`config.mk`:
```
export PLATFORM = sky130hd
export DESIGN_NAME = move_command_line_parser
export DESIGN_NICKNAME = d
export VERILOG_FILES = /design/src/rtl/mclp_pkg.sv /design/src/rtl/mclp_parser.sv /design/src/rtl/move_command_line_parser.sv
export VERILOG_INCLUDE_DIRS = /design/src /design/src/rtl
export SDC_FILE = /design/constraint.sdc
export NUM_CORES = 2
export LEC_CHECK = 0
export BUFFER_PORTS_ARGS = -buffer_cell sky130_fd_sc_hd__buf_2
export CELL_PAD_IN_SITES_DETAIL_PLACEMENT = 0
export CELL_PAD_IN_SITES_GLOBAL_PLACEMENT = 1
export CORE_ASPECT_RATIO = 0.8
export CORE_MARGIN = 5
export CORE_UTILIZATION = 51
export DETAILED_ROUTE_END_ITERATION = 16
export PLACE_DENSITY_LB_ADDON = 0.1
export SLEW_MARGIN = 20
export SYNTH_ARGS = -nofsm -noshare
export SYNTH_HDL_FRONTEND = slang
export SYNTH_SLANG_ARGS = --single-unit
```
`constraint.sdc`:
```
create_clock -name aclk -period 18.45 [get_ports aclk]
set_input_delay 2.7675 -clock aclk [delete_from_list [all_inputs] [get_ports aclk]]
set_output_delay 2.7675 -clock aclk [all_outputs]
set_load 0.005 [all_outputs]
```
`src/rtl/move_command_line_parser_assert.svh`:
```
// ----------------------------------------------------------------------------
// Assertion macros for the move command line parser
// Concurrent checks, clocked and disabled in reset, same-cycle or next-cycle.
// ----------------------------------------------------------------------------
`ifndef MOVE_COMMAND_LINE_PARSER_ASSERT_SVH
`define MOVE_COMMAND_LINE_PARSER_ASSERT_SVH

// Antecedent implies consequent in the same cycle.
`define MCLP_ASSERT_NOW(label, clk, rstn, ante, cons) \
    label: assert property (@(posedge clk) disable iff (!rstn) (ante) |-> (cons)) \
        else $error("mclp: same-cycle check failed");

// Antecedent implies consequent in the next cycle.
`define MCLP_ASSERT_NEXT(label, clk, rstn, ante, cons) \
    label: assert property (@(posedge clk) disable iff (!rstn) (ante) |=> (cons)) \
        else $error("mclp: next-cycle check failed");

`endif

```
`src/rtl/mclp_pkg.sv`:
```
// ----------------------------------------------------------------------------
// mclp_pkg
// Types, character codes and helper functions of the move command line parser.
// ----------------------------------------------------------------------------
`default_nettype none

package mclp_pkg;

    localparam logic [7:0] CH_NUL     = 8'd0;
    localparam logic [7:0] CH_NEWLINE = 8'd10;
    localparam logic [7:0] CH_PLUS    = 8'd43;
    localparam logic [7:0] CH_MINUS   = 8'd45;

    localparam logic [7:0] PREFIX_TEXT [5] = '{8'd109, 8'd111, 8'd118, 8'd101, 8'd32};

    localparam logic [14:0] MAG_MAX = 15'h7FFF;

    localparam logic [15:0] MOVE_GAIN_RESET = 16'd459;
    localparam logic [15:0] TURN_GAIN_RESET = 16'd9830;

    localparam logic REG_MOVE_GAIN = 1'b0;
    localparam logic REG_TURN_GAIN = 1'b1;

    typedef enum logic [12:0] {
        PH_PREFIX0     = 13'b0000000000001,
        PH_PREFIX1     = 13'b0000000000010,
        PH_PREFIX2     = 13'b0000000000100,
        PH_PREFIX3     = 13'b0000000001000,
        PH_PREFIX4     = 13'b0000000010000,
        PH_SPACE_TURN  = 13'b0000000100000,
        PH_TURN_SIGN   = 13'b0000001000000,
        PH_TURN_DIGITS = 13'b0000010000000,
        PH_SPACE_MOVE  = 13'b0000100000000,
        PH_MOVE_SIGN   = 13'b0001000000000,
        PH_MOVE_DIGITS = 13'b0010000000000,
        PH_DONE        = 13'b0100000000000,
        PH_REJECT      = 13'b1000000000000
    } phase_t;

    typedef struct packed {
        logic        emit;
        logic        turn_neg;
        logic [14:0] turn_mag;
        logic        move_neg;
        logic [14:0] move_mag;
    } parse_result_t;

    typedef struct packed {
        logic signed [15:0] turn_value;
        logic signed [15:0] move_value;
        logic signed [31:0] move_command;
        logic signed [31:0] turn_command;
    } out_beat_t;

    function automatic logic is_space(logic [7:0] c);
        return (c == 8'd32) || (c == 8'd9) || (c == 8'd11) || (c == 8'd12) || (c == 8'd13);
    endfunction

    function automatic logic is_digit(logic [7:0] c);
        return (c >= 8'd48) && (c <= 8'd57);
    endfunction

    function automatic logic [14:0] add_digit(logic [14:0] mag, logic [7:0] c);
        logic [18:0] v;
        v = {4'd0, mag} * 19'd10 + {15'd0, c[3:0]};
        return (v > {4'd0, MAG_MAX}) ? MAG_MAX : v[14:0];
    endfunction

endpackage

`default_nettype wire

```
`src/rtl/mclp_parser.sv`:
```
// ----------------------------------------------------------------------------
// mclp_parser
// Byte-wise line scanner: prefix match, two signed decimal fields, line limit.
// ----------------------------------------------------------------------------
`default_nettype none
`include "move_command_line_parser_assert.svh"

module mclp_parser #(
    parameter int LINE_LIMIT = 64
) (
    input  wire logic                   aclk,
    input  wire logic                   aresetn,
    input  wire logic                   accept,
    input  wire logic [7:0]             rx_byte,
    output mclp_pkg::parse_result_t     result
);

    localparam int POS_W = $clog2(LINE_LIMIT);
    localparam logic [POS_W-1:0] POS_LAST = POS_W'(LINE_LIMIT - 1);

    mclp_pkg::phase_t phase_reg, phase_next;
    logic [POS_W-1:0] pos_reg, pos_next;
    logic             dead_reg, dead_next;
    logic             turn_neg_reg, turn_neg_next;
    logic             move_neg_reg, move_neg_next;
    logic [14:0]      turn_mag_reg, turn_mag_next;
    logic [14:0]      move_mag_reg, move_mag_next;

    always_comb begin
        logic sign;
        logic neg;
        logic space;
        logic digit;

        sign  = (rx_byte == mclp_pkg::CH_PLUS) || (rx_byte == mclp_pkg::CH_MINUS);
        neg   = (rx_byte == mclp_pkg::CH_MINUS);
        space = mclp_pkg::is_space(rx_byte);
        digit = mclp_pkg::is_digit(rx_byte);

        phase_next    = phase_reg;
        pos_next      = pos_reg;
        dead_next     = dead_reg;
        turn_neg_next = turn_neg_reg;
        move_neg_next = move_neg_reg;
        turn_mag_next = turn_mag_reg;
        move_mag_next = move_mag_reg;

        result.emit     = 1'b0;
        result.turn_neg = turn_neg_reg;
        result.turn_mag = turn_mag_reg;
        result.move_neg = move_neg_reg;
        result.move_mag = move_mag_reg;

        if (accept) begin
            if (rx_byte == mclp_pkg::CH_NEWLINE) begin
                result.emit   = (phase_reg == mclp_pkg::PH_MOVE_DIGITS) ||
                                (phase_reg == mclp_pkg::PH_DONE);
                phase_next    = mclp_pkg::PH_PREFIX0;
                pos_next      = '0;
                dead_next     = 1'b0;
                turn_neg_next = 1'b0;
                move_neg_next = 1'b0;
                turn_mag_next = '0;
                move_mag_next = '0;
            end else if (pos_reg < POS_LAST) begin
                pos_next = pos_reg + 1'b1;
                if (!dead_reg) begin
                    if (rx_byte == mclp_pkg::CH_NUL) begin
                        dead_next = 1'b1;
                    end else begin
                        unique case (phase_reg)
                            mclp_pkg::PH_PREFIX0: begin
                                phase_next = (rx_byte == mclp_pkg::PREFIX_TEXT[0]) ?
                                             mclp_pkg::PH_PREFIX1 : mclp_pkg::PH_REJECT;
                            end
                            mclp_pkg::PH_PREFIX1: begin
                                phase_next = (rx_byte == mclp_pkg::PREFIX_TEXT[1]) ?
                                             mclp_pkg::PH_PREFIX2 : mclp_pkg::PH_REJECT;
                            end
                            mclp_pkg::PH_PREFIX2: begin
                                phase_next = (rx_byte == mclp_pkg::PREFIX_TEXT[2]) ?
                                             mclp_pkg::PH_PREFIX3 : mclp_pkg::PH_REJECT;
                            end
                            mclp_pkg::PH_PREFIX3: begin
                                phase_next = (rx_byte == mclp_pkg::PREFIX_TEXT[3]) ?
                                             mclp_pkg::PH_PREFIX4 : mclp_pkg::PH_REJECT;
                            end
                            mclp_pkg::PH_PREFIX4: begin
                                phase_next = (rx_byte == mclp_pkg::PREFIX_TEXT[4]) ?
                                             mclp_pkg::PH_SPACE_TURN : mclp_pkg::PH_REJECT;
                            end
                            mclp_pkg::PH_SPACE_TURN: begin
                                if (space) begin
                                    phase_next = phase_reg;
                                end else if (sign) begin
                                    turn_neg_next = neg;
                                    phase_next    = mclp_pkg::PH_TURN_SIGN;
                                end else if (digit) begin
                                    turn_mag_next = mclp_pkg::add_digit(turn_mag_reg, rx_byte);
                                    phase_next    = mclp_pkg::PH_TURN_DIGITS;
                                end else begin
                                    phase_next = mclp_pkg::PH_REJECT;
                                end
                            end
                            mclp_pkg::PH_TURN_SIGN: begin
                                if (digit) begin
                                    turn_mag_next = mclp_pkg::add_digit(turn_mag_reg, rx_byte);
                                    phase_next    = mclp_pkg::PH_TURN_DIGITS;
                                end else begin
                                    phase_next = mclp_pkg::PH_REJECT;
                                end
                            end
                            mclp_pkg::PH_TURN_DIGITS: begin
                                if (digit) begin
                                    turn_mag_next = mclp_pkg::add_digit(turn_mag_reg, rx_byte);
                                end else if (space) begin
                                    phase_next = mclp_pkg::PH_SPACE_MOVE;
                                end else if (sign) begin
                                    move_neg_next = neg;
                                    phase_next    = mclp_pkg::PH_MOVE_SIGN;
                                end else begin
                                    phase_next = mclp_pkg::PH_REJECT;
                                end
                            end
                            mclp_pkg::PH_SPACE_MOVE: begin
                                if (space) begin
                                    phase_next = phase_reg;
                                end else if (sign) begin
                                    move_neg_next = neg;
                                    phase_next    = mclp_pkg::PH_MOVE_SIGN;
                                end else if (digit) begin
                                    move_mag_next = mclp_pkg::add_digit(move_mag_reg, rx_byte);
                                    phase_next    = mclp_pkg::PH_MOVE_DIGITS;
                                end else begin
                                    phase_next = mclp_pkg::PH_REJECT;
                                end
                            end
                            mclp_pkg::PH_MOVE_SIGN: begin
                                if (digit) begin
                                    move_mag_next = mclp_pkg::add_digit(move_mag_reg, rx_byte);
                                    phase_next    = mclp_pkg::PH_MOVE_DIGITS;
                                end else begin
                                    phase_next = mclp_pkg::PH_REJECT;
                                end
                            end
                            mclp_pkg::PH_MOVE_DIGITS: begin
                                if (digit) begin
                                    move_mag_next = mclp_pkg::add_digit(move_mag_reg, rx_byte);
                                end else begin
                                    phase_next = mclp_pkg::PH_DONE;
                                end
                            end
                            default: begin
                                phase_next = phase_reg;
                            end
                        endcase
                    end
                end
            end
        end
    end

    always_ff @(posedge aclk) begin
        if (!aresetn) begin
            phase_reg    <= mclp_pkg::PH_PREFIX0;
            pos_reg      <= '0;
            dead_reg     <= 1'b0;
            turn_neg_reg <= 1'b0;
            move_neg_reg <= 1'b0;
            turn_mag_reg <= '0;
            move_mag_reg <= '0;
        end else begin
            phase_reg    <= phase_next;
            pos_reg      <= pos_next;
            dead_reg     <= dead_next;
            turn_neg_reg <= turn_neg_next;
            move_neg_reg <= move_neg_next;
            turn_mag_reg <= turn_mag_next;
            move_mag_reg <= move_mag_next;
        end
    end

    `MCLP_ASSERT_NEXT(a_newline_clears, aclk, aresetn,
        accept && (rx_byte == mclp_pkg::CH_NEWLINE),
        (phase_reg == mclp_pkg::PH_PREFIX0) && (pos_reg == '0) && !dead_reg)
    `MCLP_ASSERT_NOW(a_pos_bound, aclk, aresetn, 1'b1, pos_reg <= POS_LAST)

endmodule

`default_nettype wire

```
`src/rtl/move_command_line_parser.sv`:
```
// ----------------------------------------------------------------------------
// move_command_line_parser
// Parses "move <turn> <move>" text lines into raw values and Q16.16 commands.
// ----------------------------------------------------------------------------
// Usage:
//   s_* channel takes one received byte per beat; newline ends a line.
//   m_* channel gives one registered beat per valid line, after its newline: both
//   saturated integers, move_value * move_gain and -turn_value * turn_gain.
//   cfg_* channel, always ready, writes move_gain (index 0) or turn_gain (index 1);
//   the user writes it only while no line result is pending; the block does not enforce it.
// Timing:
//   One byte per cycle while s_ready is high. A line's result is registered in
//   the output register, or the skid entry if stalled. Per byte, the path is the
//   line-state registers, one 15x16 multiply per command, and the output register.
// Stall:
//   A two-entry output (register plus skid) keeps input flowing while one
//   result waits; s_ready drops only when both entries hold results.
// Reset:
//   aresetn low clears the line state, drops both output entries and loads
//   the default gains.
// ----------------------------------------------------------------------------
`default_nettype none
`include "move_command_line_parser_assert.svh"

module move_command_line_parser #(
    parameter int LINE_LIMIT = 64
) (
    input  wire logic               aclk,
    input  wire logic               aresetn,

    input  wire logic               s_valid,
    output logic                    s_ready,
    input  wire logic [7:0]         s_rx_byte,

    output logic                    m_valid,
    input  wire logic               m_ready,
    output logic signed [15:0]      m_turn_value,
    output logic signed [15:0]      m_move_value,
    output logic signed [31:0]      m_move_command,
    output logic signed [31:0]      m_turn_command,

    input  wire logic               cfg_valid,
    output logic                    cfg_ready,
    input  wire logic               cfg_index,
    input  wire logic [15:0]        cfg_data
);

    logic [15:0] move_gain_reg;
    logic [15:0] turn_gain_reg;

    logic                    s_accept;
    mclp_pkg::parse_result_t result;
    mclp_pkg::out_beat_t     beat;
    logic [30:0]             move_prod;
    logic [30:0]             turn_prod;

    mclp_pkg::out_beat_t out_reg, out_next;
    mclp_pkg::out_beat_t skid_reg, skid_next;
    logic                out_valid_reg, out_valid_next;
    logic                skid_valid_reg, skid_valid_next;
    logic                load;

    assign cfg_ready = 1'b1;

    always_ff @(posedge aclk) begin
        if (!aresetn) begin
            move_gain_reg <= mclp_pkg::MOVE_GAIN_RESET;
            turn_gain_reg <= mclp_pkg::TURN_GAIN_RESET;
        end else if (cfg_valid && cfg_ready) begin
            unique case (cfg_index)
                mclp_pkg::REG_MOVE_GAIN: move_gain_reg <= cfg_data;
                mclp_pkg::REG_TURN_GAIN: turn_gain_reg <= cfg_data;
                default:                 move_gain_reg <= move_gain_reg;
            endcase
        end
    end

    assign s_ready  = !skid_valid_reg;
    assign s_accept = s_valid && s_ready;

    mclp_parser #(
        .LINE_LIMIT (LINE_LIMIT)
    ) u_parser (
        .aclk    (aclk),
        .aresetn (aresetn),
        .accept  (s_accept),
        .rx_byte (s_rx_byte),
        .result  (result)
    );

    assign move_prod = 31'(result.move_mag) * 31'(move_gain_reg);
    assign turn_prod = 31'(result.turn_mag) * 31'(turn_gain_reg);

    always_comb begin
        beat.turn_value   = result.turn_neg ? -$signed({1'b0, result.turn_mag})
                                            :  $signed({1'b0, result.turn_mag});
        beat.move_value   = result.move_neg ? -$signed({1'b0, result.move_mag})
                                            :  $signed({1'b0, result.move_mag});
        beat.move_command = result.move_neg ? -$signed({1'b0, move_prod})
                                            :  $signed({1'b0, move_prod});
        beat.turn_command = result.turn_neg ?  $signed({1'b0, turn_prod})
                                            : -$signed({1'b0, turn_prod});
    end

    assign load = s_accept && result.emit;

    always_comb begin
        out_next        = out_reg;
        skid_next       = skid_reg;
        out_valid_next  = out_valid_reg;
        skid_valid_next = skid_valid_reg;
        priority if (!out_valid_reg || m_ready) begin
            if (skid_valid_reg) begin
                out_next        = skid_reg;
                out_valid_next  = 1'b1;
                skid_valid_next = 1'b0;
            end else begin
                out_next       = beat;
                out_valid_next = load;
            end
        end else if (load) begin
            skid_next       = beat;
            skid_valid_next = 1'b1;
        end
    end

    always_ff @(posedge aclk) begin
        if (!aresetn) begin
            out_valid_reg  <= 1'b0;
            skid_valid_reg <= 1'b0;
        end else begin
            out_valid_reg  <= out_valid_next;
            skid_valid_reg <= skid_valid_next;
        end
    end

    always_ff @(posedge aclk) begin
        out_reg  <= out_next;
        skid_reg <= skid_next;
    end

    assign m_valid        = out_valid_reg;
    assign m_turn_value   = out_reg.turn_value;
    assign m_move_value   = out_reg.move_value;
    assign m_move_command = out_reg.move_command;
    assign m_turn_command = out_reg.turn_command;

    `MCLP_ASSERT_NOW(a_skid_needs_out, aclk, aresetn, skid_valid_reg, out_valid_reg)
    `MCLP_ASSERT_NEXT(a_stalled_load_to_skid, aclk, aresetn,
        load && out_valid_reg && !m_ready, skid_valid_reg && out_valid_reg)

endmodule

`default_nettype wire
```
# [Word-level counts from Yosys, hierarchy flattened]
# Index checks and enable logic that the tools add are counted.
[op_classes] eq_ne=33 n_reduce_logical=32 n_bitwise=3 mul=4 magnitude_cmp=5 addsub=7 muxes=67
[op_table] operator="$mux 13" n=19
[op_table] operator="$mux 15" n=16
[op_table] operator="$pmux 13 s11" n=1
[op_table] operator="$mux 96" n=1
[op_table] operator="$mux 32" n=2
[op_table] operator="$neg 31->32" n=2
[op_table] operator="$mul 15x16->31" n=2
[op_table] operator="$pmux 15 s2" n=2
[op_table] operator="$eq 8x4->1 const B" n=5
[op_table] operator="$add 19x4->19" n=2
[op_table] operator="$gt 19x15->1 const B" n=2
[op_table] operator="$mul 15x3->18 const B" n=2
[op_table] operator="$eq 8x7->1 const B" n=4
[op_table] operator="$mux 16" n=2
[op_table] operator="$neg 15->16" n=2
[op_table] operator="$eq 8x6->1 const B" n=3
[op_table] operator="$mux 1" n=21
[op_table] operator="$reduce_and 7->1" n=3
[op_table] operator="$ne 3x3->1 const B" n=6
[op_table] operator="$eq 13x1->1 const B" n=1
[op_table] operator="$eq 13x10->1 const B" n=1
[op_table] operator="$eq 13x11->1 const B" n=1
[op_table] operator="$eq 13x12->1 const B" n=1
[op_table] operator="$eq 13x2->1 const B" n=1
[op_table] operator="27 further kinds" n=49
[word_totals] regBits=278 out_inout_bits=99

# [Longest topological paths before layout]
[logic_depth] word_depth=12 ltp_mapped=27 mapped_depth_nobuf=23

# [By module]
# From an unflattened synthesis, not the netlist that was laid out.
[unflattened] cells_unflattened=3367 hier_area_um2=31901.8
[by_module_without_submodules] module="move_command_line_parser" area_per_inst_um2=26884.5 seq_area_each_um2=6446.2 cells_per_inst=2768 instances=1
[by_module_without_submodules] module="mclp_parser" area_per_inst_um2=5017.3 seq_area_each_um2=1041.0 cells_per_inst=599 instances=1

# [Worst setup path after synthesis]
# Ideal clock, no wire load.
[synth_path] kind="input-to-reg" startpoint="input m_ready" endpoint="register skid_reg[0] (netlist name), enable pin" t_required_ns=17.664 path_buffers=0 setup_time_ns=0.786 stages=2 arrival_time_ns=14.240 path_slack_ns=3.424 path_cell_list="nand2b_1 -> nor4_1"
[synth_between] elab_chain_len=3
[synth_lines] item="start, declared" line_no="move_command_line_parser.sv:36" source="input wire logic m_ready,"
[synth_lines] item="$logic_or 1x1->1" line_no="move_command_line_parser.sv:112" source="priority if (!out_valid_reg || m_ready) begin"
[synth_lines] item="$not 1->1 (no source line)"
[synth_lines] item="$reduce_and 2->1 (no source line)"
[synth_lines] item="end signal, assigned" line_no="move_command_line_parser.sv:139" source="skid_reg <= skid_next;"
[synth_lines] item="end, declared" line_no="move_command_line_parser.sv:58" source="mclp_pkg::out_beat_t skid_reg, skid_next;"
# Every way passes these cells.
# A chain may end at the register's enable or synchronous reset.

# [Final worst setup path]
[layout_path] startpoint="register u_parser.turn_mag_reg[11]" endpoint="register out_reg (netlist bit m_turn_command[31]), data pin"
[layout_between] elab_chain_len=4
[layout_lines] item="start, declared" line_no="mclp_parser.sv:26" source="logic [14:0] turn_mag_reg, turn_mag_next;"
[layout_lines] item="start signal, assigned" line_no="mclp_parser.sv:178" source="turn_mag_reg <= turn_mag_next;"
[layout_lines] item="$mul 15x16->31" line_no="move_command_line_parser.sv:92" source="assign turn_prod = 31'(result.turn_mag) * 31'(turn_gain_reg);"
[layout_lines] item="$neg 31->32" line_no="move_command_line_parser.sv:102" source=": -$signed({1'b0, turn_prod});"
[layout_lines] item="$mux 32" line_no="move_command_line_parser.sv:101" source="beat.turn_command = result.turn_neg ? $signed({1'b0, turn_prod})"
[layout_lines] item="$mux 96" line_no="move_command_line_parser.sv:113" source="if (skid_valid_reg) begin"
[layout_lines] item="end signal, assigned" line_no="move_command_line_parser.sv:138" source="out_reg <= out_next;"
[layout_lines] item="end, declared" line_no="move_command_line_parser.sv:57" source="mclp_pkg::out_beat_t out_reg, out_next;"
# Every way passes these cells.

==> flow_summary.json <==
{
  "die_w_um": 290.1,
  "grt_pass1_wl_um": 134100,
  "max_slew_margin": 0.2933,
  "synthSimpleGateAreaFrac": 0.1867,
  "finalWirelength_um": 83220,
  "dieArea_um2": 67920,
  "synth-compound-area-share": 0.1040,
  "leakage_nw": 16.72,
  "setup_viol": 0,
  "cts_resized": 0,
  "cts_tree": "done",
  "cts_buffers": 29,
  "synth_cell_types": 98,
  "worstSetupPathType": "reg -> reg",
  "cp_max_fo": 23,
  "fin_nets": 4071,
  "synthTopCellsByArea": "fa_1 23%, edfxtp_1 18%, ha_1 9.9%, and2_1 6.2%, inv_1 5.4%",
  "drive_gt1_frac": 0.09341,
  "cts-root-buf": "clkbuf_16",
  "syn_inst": 3413,
  "largest_reg_flops": 96,
  "overflow": 0,
  "hold_buffers": 0,
  "nFillCells": 5736,
  "synth_top_cell_area_share": 0.2276,
  "max_freq_ghz": 0.1263,
  "grt_usage": 0.2433,
  "start_kind": "register",
  "synth_seq_cells": 278,
  "tightest_slew_ns": 1.060,
  "yosysMostFrequentCell": "inv_1",
  "post-route-period-util": 0.4290,
  "die_h_um": 234.1,
  "cts_sinks": 278,
  "synth_area_leader_cell": "fa_1",
  "endpoint_kind": "register",
  "wl_per_cell_um": 19.37,
  "io_buffers": 127,
  "clkLatencyLatePin_ns": 0.58,
  "rsz0062_at_grt": "no",
  "crit_arrival_ns": 8.23,
  "ys_seq_area_frac": 0.2339,
  "io_pins": 129,
  "cp.required_ns": 18.77,
  "setup_ws_ns": 10.53,
  "pre_cts_slack_ns": 10.55,
  "cap_viol_max_count": 0,
  "clock_skew_ns": 0.02650,
  "gp_congestion": 0.9463,
  "drtPass1Iterations": 5,
  "syn_area_per_cell_um2": 9.380,
  "drc": 0,
  "yosys_warnings": 0,
  "p_per_area_nw_per_um2": 38.87,
  "synth.area.mux_share": 0.03103,
  "grt_max_degree": 80,
  "post-cts-setup-buffers": 0,
  "avgViaCountPerCell": 5.543,
  "ant_nets": 0,
  "drtIter0Drc": 1658,
  "syn-cell-area_um2": 32010,
  "synthAdderAreaFrac": 0.3265,
  "dp_hpwl_um": 64280,
  "clk_pin_slew_ns": 0.06,
  "grt_antenna_before_repair": 19,
  "synth_edf_count": 192,
  "yosys_most_used_dff": "edfxtp_1",
  "hold_viol": 0,
  "final_area_um2": 34220,
  "start_util": 0.5132,
  "ir_drop_v": 0.00006478,
  "grt_pass1_vias": 24065,
  "placed_area_um2": 33260,
  "rows": 82,
  "setup_tns_ns": 0,
  "period_minus_slack_ns": 7.916,
  "multi_input_area_um2": 22130,
  "dr_total_vias": 23811,
  "clockBufferDepth": 3,
  "synth_top_family_by_area": "adder cells",
  "regArea_um2": 7490,
  "synth_common_cells": "461 x inv_1, 423 x nand2_1, 364 x fa_1",
  "hp-class": "reg -> reg",
  "syn-num-nets": 4060,
  "synth_xor_area_frac": 0.04240,
  "htree_levels": 1,
  "area_growth_pct": 6.902,
  "slew_viol_final": 0,
  "synthArstFlopShare": 0,
  "fp.coreArea_um2": 62380,
  "status": "finished clean"
}
## layout by cell type (no fill, tap or decap), types with 24 or more instances in the layout
| master | instances |
|---|---|
| xor2_1 | 52 |
| clkbuf_16 | 29 |
| and2_1 | 318 |
| xnor2_1 | 103 |
| a21oi_1 | 101 |
| nand3_1 | 58 |
| a21o_1 | 30 |
| a21boi_0 | 33 |
| buf_2 | 127 |
| nor2b_1 | 30 |
| mux2_2 | 78 |
| o31ai_1 | 26 |
| nor2_1 | 101 |
| edfxtp_1 | 192 |
| o21ai_0 | 80 |
| nand2_1 | 423 |
| inv_1 | 461 |
| fa_1 | 364 |
| nand4_1 | 24 |
| dfxtp_1 | 84 |
| ha_1 | 253 |
| buf_4 | 26 |
| nor3_1 | 46 |
## final timing paths
path | start | end | slack, ns | cells past startpoint
setup / recovery | u_parser.turn_mag_reg[11] | m_turn_command[31] | 10.53 | 20
hold / removal | move_gain_reg[13] | move_gain_reg[13] | 0.47 | 2
setup reg to reg | u_parser.turn_mag_reg[11] | m_turn_command[31] | 10.53 | 20
hold reg to reg | move_gain_reg[13] | move_gain_reg[13] | 0.47 | 2
## stage by stage
stage | power (W) | utilization | hold slack (ns) | std cells
2_1_floorplan | 0.0007309 | - | 0.4682 | 3413
3_3_place_gp | 0.0007600 | 0.5332 | 0.4642 | 4233
3_5_place_dp | 0.0007615 | 0.5332 | 0.4660 | 4233
4_1_cts | 0.001346 | 0.5483 | 0.4747 | 4287
5_1_grt | 0.001378 | 0.5484 | 0.4972 | 4290
6_report | 0.001330 | 0.5486 | 0.4730 | 4296
## worst max-delay path: stages, from the launching register on
cell	delay, ns
dfxtp_1	0.92
nand2_1	0.20
fa_1	0.59
inv_1	0.05
fa_1	0.46
fa_1	0.53
fa_1	0.52
fa_1	0.54
inv_1	0.06
fa_1	0.52
inv_1	0.04
ha_1	0.51
and4_1	0.31
nand2_1	0.12
a2111oi_4	0.50
o31ai_1	0.20
a22oi_2	0.24
nand3_2	0.17
or4_4	0.60
or3b_1	0.38
a22o_1	0.18
## logic make-up after synthesis
logic type                 after synthesis
and+or+nand+nor                       1158
buffers and inverters                  636
adders and majority gates              617
AOI/OAI and AO/OA                      479
DFF                                    278
xor gates and xnor gates               155
muxes                                   89
other                                    1
## cell type report
type / count / area share
Multi-Input combinational cell: 2499 / 0.6466
Timing Repair Buffer: 154 / 0.02486
Clock buffer: 35 / 0.02186
Antenna cell: 9 / 0.0006581
Sequential cell: 278 / 0.2188
Tap cell: 840 / 0.03071
Inverter: 462 / 0.05074
Clock inverter: 19 / 0.005703
## power breakdown
group	switching [W]	leakage [nW]	internal, W
combinational	0.0000333	13.5	0.0000223
clock	0.000249	0.449	0.000333
sequential	0.0000227	2.76	0.000670
total	0.000305	16.7	0.00103
## metal layers
layer  up-vias  GRT usage  part of all wire
met1     11678     0.3797              0.51
li1      11363          -                 -
met2       660     0.3473              0.40
met5         -          0            0.0012
met3        92    0.06619             0.080
met4        18    0.03165             0.013
Note: power is estimated with default switching activity, not from simulation.
